**config.mk**
```make
export PLATFORM = sky130hd
export DESIGN_NAME = sts_ctrl
export DESIGN_NICKNAME = d
export VERILOG_FILES = /design/src/rtl/core/sts_pkg.sv /design/src/rtl/core/sts_ctrl.sv
export SDC_FILE = /design/constraint.sdc
export NUM_CORES = 1
export LEC_CHECK = 0
export BUFFER_PORTS_ARGS = -buffer_cell sky130_fd_sc_hd__buf_2
export CAP_MARGIN = 20
export CORE_MARGIN = 8
export CORE_UTILIZATION = 30
export DETAILED_ROUTE_END_ITERATION = 10
export GPL_TIMING_DRIVEN = 0
export HOLD_SLACK_MARGIN = 0.02
export PLACE_DENSITY = 0.59
export SYNTH_ARGS = -nofsm -noshare
export SYNTH_HDL_FRONTEND = slang
export SYNTH_SLANG_ARGS = --single-unit
```
**constraint.sdc**
```tcl
create_clock -name clk -period 1.4 [get_ports clk]
set_input_delay 0.07 -clock clk [delete_from_list [all_inputs] [get_ports clk]]
set_output_delay 0.07 -clock clk [all_outputs]
set_load 0.02 [all_outputs]
```
**src/rtl/core/sts_pkg.sv**
```systemverilog
// ----------------------------------------------------------------------------
// Sorted table search package
// Shared constants, controller/datapath command and status types, helpers.
// ----------------------------------------------------------------------------
package sts_pkg;

	// Table geometry.
	localparam int DEPTH      = 1024;
	localparam int DATA_WIDTH = 32;
	localparam int ADDR_W     = (DEPTH > 1) ? $clog2(DEPTH) : 1;

	// Fixed field widths of the request and response channels.
	localparam int IDX_W   = 10;
	localparam int FIELD_W = 32;

	// Working widths for index and value conversions.
	localparam int PW = (ADDR_W > IDX_W) ? ADDR_W : IDX_W;
	localparam int VW = (DATA_WIDTH > FIELD_W) ? DATA_WIDTH : FIELD_W;

	// Request action codes.
	localparam logic ACT_WRITE  = 1'b0;
	localparam logic ACT_SEARCH = 1'b1;

	// Read address selection.
	typedef enum logic [1:0] {
		RD_HI   = 2'd0,
		RD_LO   = 2'd1,
		RD_INIT = 2'd2,
		RD_NEXT = 2'd3
	} sts_rd_sel_t;

	// Result register update.
	typedef enum logic [2:0] {
		RES_NONE  = 3'd0,
		RES_MISS  = 3'd1,
		RES_HI    = 3'd2,
		RES_LO    = 3'd3,
		RES_PROBE = 3'd4
	} sts_res_t;

	// Controller state, one-hot.
	typedef enum logic [5:0] {
		S_IDLE     = 6'b000001,
		S_DISPATCH = 6'b000010,
		S_RD_HI    = 6'b000100,
		S_RD_LO    = 6'b001000,
		S_PROBE    = 6'b010000,
		S_DONE     = 6'b100000
	} sts_state_t;

	typedef struct packed {
		logic        load_req;
		logic        mem_wr;
		logic        rd_en;
		sts_rd_sel_t rd_sel;
		logic        hi_flag_load;
		logic        probe_init;
		logic        probe_step;
		sts_res_t    res;
		logic        out_load;
	} sts_cmd_t;

	typedef struct packed {
		logic is_write;
		logic in_table;
		logic range_ok;
		logic eq;
		logic rdata_before;
		logic hi_flag;
		logic step_zero;
	} sts_status_t;

	function automatic logic [ADDR_W-1:0] to_addr(input logic [IDX_W-1:0] i);
		logic [PW-1:0] w;
		w = PW'(i);
		return w[ADDR_W-1:0];
	endfunction

	function automatic logic idx_in_table(input logic [IDX_W-1:0] i);
		return (PW+1)'(i) < (PW+1)'(DEPTH);
	endfunction

	function automatic logic [DATA_WIDTH-1:0] to_val(input logic [FIELD_W-1:0] v);
		logic [VW-1:0] w;
		w = VW'(v);
		return w[DATA_WIDTH-1:0];
	endfunction

endpackage

```
**src/rtl/core/sts_ctrl.sv**
```systemverilog
// ----------------------------------------------------------------------------
// Sorted table search controller
// Sequences request dispatch, boundary reads, probe steps and response output.
// ----------------------------------------------------------------------------
module sts_ctrl (
	input  logic                 clk,
	input  logic                 arst_n,
	input  logic                 in_valid,
	output logic                 in_ready,
	output logic                 out_valid,
	input  logic                 out_ready,
	output sts_pkg::sts_cmd_t    cmd,
	input  sts_pkg::sts_status_t sts
);
	import sts_pkg::*;

	sts_state_t state_q;
	sts_state_t state_d;
	logic       out_valid_q;
	logic       out_free;

	assign out_free  = !out_valid_q || out_ready;
	assign in_ready  = (state_q == S_IDLE);
	assign out_valid = out_valid_q;

	always_comb begin
		cmd     = '0;
		cmd.res = RES_NONE;
		cmd.rd_sel = RD_HI;
		state_d = state_q;
		unique case (state_q)
			S_IDLE: begin
				if (in_valid) begin
					cmd.load_req = 1'b1;
					state_d      = S_DISPATCH;
				end
			end
			S_DISPATCH: begin
				if (sts.is_write) begin
					cmd.mem_wr = sts.in_table;
					cmd.res    = RES_MISS;
					state_d    = S_DONE;
				end else if (!sts.range_ok) begin
					cmd.res = RES_MISS;
					state_d = S_DONE;
				end else begin
					cmd.rd_en  = 1'b1;
					cmd.rd_sel = RD_HI;
					state_d    = S_RD_HI;
				end
			end
			S_RD_HI: begin
				if (sts.eq) begin
					cmd.res = RES_HI;
					state_d = S_DONE;
				end else begin
					cmd.hi_flag_load = 1'b1;
					cmd.rd_en        = 1'b1;
					cmd.rd_sel       = RD_LO;
					state_d          = S_RD_LO;
				end
			end
			S_RD_LO: begin
				if (sts.rdata_before && sts.hi_flag) begin
					cmd.probe_init = 1'b1;
					cmd.rd_en      = 1'b1;
					cmd.rd_sel     = RD_INIT;
					state_d        = S_PROBE;
				end else begin
					cmd.res = sts.eq ? RES_LO : RES_MISS;
					state_d = S_DONE;
				end
			end
			S_PROBE: begin
				if (sts.eq) begin
					cmd.res = RES_PROBE;
					state_d = S_DONE;
				end else if (sts.step_zero) begin
					cmd.res = RES_MISS;
					state_d = S_DONE;
				end else begin
					cmd.probe_step = 1'b1;
					cmd.rd_en      = 1'b1;
					cmd.rd_sel     = RD_NEXT;
				end
			end
			S_DONE: begin
				if (out_free) begin
					cmd.out_load = 1'b1;
					state_d      = S_IDLE;
				end
			end
			default: begin
				state_d = S_IDLE;
			end
		endcase
	end

	always_ff @(posedge clk or negedge arst_n) begin
		if (!arst_n) begin
			state_q     <= S_IDLE;
			out_valid_q <= 1'b0;
		end else begin
			state_q <= state_d;
			if (cmd.out_load) begin
				out_valid_q <= 1'b1;
			end else if (out_ready) begin
				out_valid_q <= 1'b0;
			end
		end
	end

`ifndef ASSERT_OFF
	a_accept_dispatch: assert property (@(posedge clk) disable iff (!arst_n)
		(in_valid && in_ready) |=> (state_q == S_DISPATCH))
		else $error("accepted request did not enter dispatch");

	a_done_drains: assert property (@(posedge clk) disable iff (!arst_n)
		(state_q == S_DONE && !out_valid_q) |=> (state_q == S_IDLE && out_valid_q))
		else $error("finished result not moved to the free output register");

	a_no_overwrite: assert property (@(posedge clk) disable iff (!arst_n)
		(out_valid_q && !out_ready) |-> !cmd.out_load)
		else $error("output register overwritten while stalled");
`endif

endmodule

```
======== Word-level counts from Yosys, hierarchy flattened ========
Cells that the tools add are included.
cells by class
  equality and inequality tests ........... 9
  reduce and logical (&&, ||, !) cells .... 5
  multiplexer cells ....................... 38
operators with widths
  kind                                            count
  two-way mux 6 bit                               8
  one-hot mux 6 bit (6 select lines)              1
  one-hot mux 3 bit (4 select lines)              2
  two-way mux 3 bit                               6
  two-way mux 1 bit                               17
  == test 6 x 1 -> 1 bit (second input constant)  1
  == test 6 x 2 -> 1 bit (second input constant)  1
  == test 6 x 3 -> 1 bit (second input constant)  1
  == test 6 x 4 -> 1 bit (second input constant)  1
  == test 6 x 5 -> 1 bit (second input constant)  1
  == test 6 bit (second input constant)           1
  two-way mux 2 bit                               3
  two-way mux 4 bit                               1
  != test 2 bit (second input constant)           2
  != test 3 bit (second input constant)           1
  AND reduction 3 bit                             1
  nonzero test 2 bit                              1
  logical AND 1 bit                               1
  logical NOT 1 bit                               1
  logical OR 1 bit                                1
word-level totals
  input port bits ......................... 11
  register bits ........................... 7
  output and inout bits ................... 14
  word-level logic and storage cells ...... 54

======== Longest topological paths before layout ========
Gate-level depths: netlist of the first run.
  word-level depth ........................ 5
  depth in mapped cells ................... 4
  depth with buffers taken out ............ 4

======== Worst setup path after synthesis of the first run ========
OpenSTA, ideal clock, no wires.
  kind .................................... reg-to-output
  start point ............................. register state_q[5]
  end point ............................... output cmd[9] (netlist name)
  path buffers ............................ 0
  required time ........................... 1.330 ns
  arrival time ............................ 1.863 ns
  stages on the path, launching flop included .. 5
  setup slack ............................. -0.533 ns
  cells stage by stage .................... dfrtp_1 or4b_4 nor4_4 or2_1 or3_1
RTL lines
  element                   line             text
  start: declaration        sts_ctrl.sv:17   sts_state_t state_q;
  start signal: assignment  sts_ctrl.sv:104  state_q <= state_d;
  end: declaration          sts_ctrl.sv:12   output sts_pkg::sts_cmd_t cmd,

==> results.md, run 1 <==
* Worst Tran Pin Value at 0.334 ns
* Final Setup Violations at 19
* Mean post-synth cell area at 9.01 µm²
* Failing checks: negative setup slack
* Core box area at 1520 µm²
* Die ar. at 3210 µm²
* CP peak stage delay at 0.56 ns
* I/O Buffers at 24
* Die Wd at 56.6 µm
* Fraction of layout cells with a size suffix above 1 at 72.6%
* Post-route DRC at 0
* WP buf/inv at 1
* Io pins at 25
* Distinct cells, synth at 31
* CTS tree: yes
* Final period utilization at 138%
* Worst Setup Start Kind: flip-flop
* CP Class: flip-flop to primary output
* Initial antenna violation count at 0
* Crit Reg-Reg Endpoint: state_q[0]
* Status: finished with violations
* Reg2Reg Depth at 8
* MaxCap Viol Count at 0
* CTS buffer count at 3
* Endpoint type of the worst setup path: primary output
* Max Root-Sink Buffers at 2
* CP max stage cell: or4_4
* Post-synthesis sequential area ratio at 35.6%
* NumNets Final at 118
* DRT iter0 DRCs at 13
* Vias in the first global route at 605
* Pwr/cell area at 1300 nW/µm²
* Root Buffer: clkbuf_4
* Die height at 56.6 µm
* All-Layer GR Usage at 11.2%
* Synthesized flop and latch total at 7
* Total vias in the final route at 614
* Fin area at 1020 µm²
* P_leak at 0.511 nW
* # rows at 14
* Worst Slack Setup Final at -0.536 ns
* CP required at 1.33 ns
* Placed Area at 657 µm²
* Placed wire-length estimate at 1.10 mm
* Total grt overflow at 0
* Critical Path Start: state_q[3]
* Fin Clk Skew at 0.0115 ns
* Unrepaired setup endpoints after global routing: true
* DRT Pass-1 Iters at 4
* Crit path DAT at 1.87 ns
* Worst min path class: input port to flip-flop
* CP cell instances: or4_4 > nor3b_4 > a21boi_1 > o41ai_1 > buf_2
* Hold Slack at 0.0441 ns
* Normalized max-slew margin at 77.7%
* CP Max Fanout at 5
* Post-route ant nets at 0
* R2r startpoint: state_q[1]
* Clock sink count at 7
* Placer congestion estimate at 0.720
* Post-synthesis net count at 66
* Fin crit period at 1.94 ns
* Tot Pwr at 1.33 mW
* Via-to-Cell Ratio at 5.03
* Later-pin clock latency in the skew report at 0.27 ns
* Final Slew Violations at 0
* IR drop worst, VDD at 992 µV
* R2R Setup Slk at -0.28 ns
* Synthesized area at 495 µm²
* Final Hold Viols at 0
* Yosys warns at 0
* Ant. Diodes at 0
* Starting Density at 32.5%
* First-pass GRT wire length at 2.81 mm
* Critical path depth at 5
* Area leader, netlist: dfrtp_1
* Syn-to-layout area delta at 106%
* FMAX at 517 MHz
* Largest net degree at the start of global routing at 8
* Clock transition at path regs at 0.06 ns
* Crit path max-delay family: simple AND/OR/NAND/NOR gates
* Post-synthesis cell count at 55
* Ranking of synthesized cells by area: dfrtp_1 30%, dfstp_2 5.3%, or2_2 5.1%, nor4_4 4.3%, and2_1 3.8%
* Final wirelength at 1.84 mm
* Critical Path End: cmd[1]
* Routed len/inst at 15.1 µm
* Top-area cell type share of the netlist area at 30.3%
* Htree depth at 1
[synth_stat cells (all sizes together)]
cell type  number
nor4            2
buf             1
nor3            2
a221oi          1
dfstp           1
dfrtp           6
or3             1
nand2b          2
and4            1
and3            1
a21boi          2
or2             5
nand3           2
a31oi           2
o41ai           1
nor3b           2
or4b            1
xor2            1
and2            3
and2b           1
inv             2
nand2           3
nor2b           3
nor2            5
o21ai           2
o211ai          1
or4             1
[stage by stage]
stage / setup slack (ns) / cells / setup TNS (ns) / utilization (%)
2_1_floorplan: -0.526 / 55 / -3.21 / -
3_3_place_gp: -0.555 / 95 / -4.40 / 43.1
3_5_place_dp: -0.543 / 95 / -4.51 / 43.1
4_1_cts: -0.531 / 116 / -6.21 / 59.9
5_1_grt: -0.639 / 122 / -7.85 / 67.0
6_report: -0.536 / 122 / -6.42 / 67.0
[layout by cell type, fill, tap and decap left out, drive strengths merged, types with 3 or more instances in the layout]
cell	instances
buf	47
or2	5
clkbuf	4
dfrtp	6
and2	3
nor2b	3
nand2	3
nor2	5
[state kept, by name, summed over array words and instances (netlist names)]
signal / count
out_valid: 1
state_q: 6
[cell families after synthesis]
group	after synthesis	share of synthesized area, %
AND/OR/NAND/NOR	35	47.0
AO/OA/AOI/OAI	9	12.6
flip-flops	7	35.6
buffers and inverters	3	3.03
XOR/XNOR	1	1.77
[layout make-up]
class	count	area, µm²
buffer	1	7.51
clock buffer	4	26.3
fill	119	503
inverter	2	7.51
multi-input combinational	45	400
sequential	7	180
tap	16	20.0
timing repair buffer	47	379
[routing by layer]
layer,part of all wire [%],global-route usage [%]
met3,4.6,3.37
met1,40,12.0
met5,0,0
met4,3.3,8.93
met2,52,17.6
[how the worst min path moves through the flow]
stage	startpoint	end	slack [ns]	cells after the start
6_report	in_valid	state_q[1]	0.04	2
5_1_grt	in_valid	state_q[1]	0.06	2
4_1_cts	in_valid	state_q[1]	0.05	2
3_5_place_dp	arst_n	state_q[1]	-0.09	1
3_3_place_gp	arst_n	out_valid	-0.09	1
2_1_floorplan	arst_n	out_valid	-0.23	0
[where the power goes]
group	total, mW	switching, mW	internal [mW]
combinational	0.831	0.376	0.455
clock	0.192	0.0831	0.109
sequential	0.305	0.0459	0.259
total	1.33	0.505	0.823
[what timing repair did]
action,in CTS,in global routing
hold buffers,1,0
setup endpoints to repair,19,19
gates resized for setup,29,19
pin swaps,11,2
buffers inserted,16,7
endpoints found under the hold margin,7,0
No activity file was read; power rests on OpenSTA's default activity.
==> run 2: changes to the inputs <==
--- a/config.mk
+++ b/config.mk
@@ -9,6 +9,7 @@
 export CAP_MARGIN = 20
 export CORE_MARGIN = 8
 export CORE_UTILIZATION = 30
+export CTS_BUF_LIST = sky130_fd_sc_hd__clkbuf_2 sky130_fd_sc_hd__clkbuf_4 sky130_fd_sc_hd__clkbuf_8
 export DETAILED_ROUTE_END_ITERATION = 10
 export GPL_TIMING_DRIVEN = 0
 export HOLD_SLACK_MARGIN = 0.02
==> results.md, run 2 (synthesis results as in run 1) <==
* Die height at 56.6 µm
* Final Setup Violations at 19
* Most common cell after layout, fill and taps aside: buf_4
* Fin area at 1020 µm²
* Largest register FFs at 6
* Initial antenna violation count at 0
* Placed wire-length estimate at 1.10 mm
* Via-to-Cell Ratio at 5.04
* Root Buffer: clkbuf_4
* Die ar. at 3210 µm²
* Worst min path class: input port to flip-flop
* Post-route DRC at 0
* CP Max Fanout at 5
* Hold_sp: in_valid
* R2r startpoint: state_q[1]
* CTS buffer count at 3
* Clock sink count at 7
* Vias in the first global route at 605
* Ant. Diodes at 0
* Pwr/cell area at 1310 nW/µm²
* Worst Setup Start Kind: flip-flop
* I/O Buffers at 24
* Post-route ant nets at 0
* Reg2Reg Depth at 8
* Fin crit period at 1.94 ns
* CP required at 1.33 ns
* Hold depth at 2
* IR drop worst, VDD at 1040 µV
* Final wirelength at 1.84 mm
* Unrepaired setup endpoints after global routing: true
* Worst Slack Setup Final at -0.536 ns
* P_leak at 0.514 nW
* Final Slew Violations at 0
* Later-pin clock latency in the skew report at 0.27 ns
* NumNets Final at 118
* DRT iter0 DRCs at 13
* Fraction of layout cells with a size suffix above 1 at 73.6%
* Largest net degree at the start of global routing at 8
* Hold endpoint: state_q[1]
* Total grt overflow at 0
* Clock transition at path regs at 0.06 ns
* Biggest register: state_q
* Max Root-Sink Buffers at 2
* Hold Slack at 0.0445 ns
* Finished Core Util at 67.2%
* Syn-to-layout area delta at 107%
* Core box area at 1520 µm²
* Die Wd at 56.6 µm
* Final period utilization at 138%
* Crit Reg-Reg Endpoint: state_q[0]
* DRT Pass-1 Iters at 4
* Placer congestion estimate at 0.720
* Fin Clk Skew at 0.0111 ns
* # rows at 14
* Tot Pwr at 1.35 mW
* Htree depth at 1
* First-pass GRT wire length at 2.81 mm
* Failing checks: negative setup slack
* CTS tree: yes
* Starting Density at 32.5%
* Placed Area at 657 µm²
* Endpoint type of the worst setup path: primary output
* FMAX at 516 MHz
* MaxCap Viol Count at 0
* All-Layer GR Usage at 11.2%
* Normalized max-slew margin at 77.7%
* Io pins at 25
* Crit path DAT at 1.87 ns
* Status: finished with violations
* Worst Tran Pin Value at 0.334 ns
* Most frequent cells in the layout: 19 x buf_4, 15 x buf_6, 13 x buf_2
* Final Hold Viols at 0
* Total vias in the final route at 615
* CP Class: flip-flop to primary output
* R2R Setup Slk at -0.28 ns
* Routed len/inst at 15.1 µm
run 2: through the flow:
stage / setup TNS (ns) / std cells / setup slack [ns]
2_1_floorplan: -3.21 / 55 / -0.526
3_3_place_gp: -4.40 / 95 / -0.555
3_5_place_dp: -4.51 / 95 / -0.543
4_1_cts: -6.21 / 116 / -0.531
5_1_grt: -7.85 / 122 / -0.639
6_report: -6.40 / 122 / -0.536
run 2: per-layer routing:
metal / GRT usage [%] / share of wire, % / vias to the layer above
li1: - / - / 300
met5: 0 / 0 / -
met4: 8.93 / 3.3 / 0
met1: 12.0 / 40 / 288
met3: 3.37 / 4.6 / 6
met2: 17.6 / 52 / 21
run 2: cell type report:
class	instances	area, µm²
fillers	117	499
clock buffers	4	30.0
inverters	2	7.51
well taps	16	20.0
plain buffers	1	7.51
multi-input cells	45	400
repair buffers	47	379
flip-flops and latches	7	180
run 2: how the worst max path moves through the flow:
| stage | depth (start not counted) | end | slack, ns | start |
|---|---|---|---|---|
| 2_1_floorplan | 4 | cmd[9] | -0.53 | state_q[1] |
| 3_3_place_gp | 5 | cmd[9] | -0.55 | state_q[1] |
| 5_1_grt | 5 | cmd[1] | -0.64 | state_q[3] |
| 4_1_cts | 5 | cmd[1] | -0.53 | state_q[3] |
| 3_5_place_dp | 5 | cmd[9] | -0.54 | state_q[1] |
| 6_report | 5 | cmd[1] | -0.54 | state_q[3] |
run 2: critical path: stages (launching register included):
cell	delay, ns
dfrtp_1	0.42
or4_4	0.56
nor3b_4	0.22
a21boi_1	0.12
o41ai_1	0.07
buf_2	0.22
run 2: what timing repair did:
item                                   4_1_cts  5_1_grt
setup buffers                               16        7
hold buffers                                 1        0
cloned                                       0        0
setup endpoints to repair                   19       19
gates resized for setup                     29       19
endpoints found under the hold margin        7        0
pin swaps                                   11        2
run 2: power breakdown:
group	internal [mW]	leakage [nW]	switching (mW)
Combinational	0.455	0.408	0.376
Clock	0.129	0.0184	0.0828
Sequential	0.259	0.0883	0.0458
Total	0.842	0.514	0.505
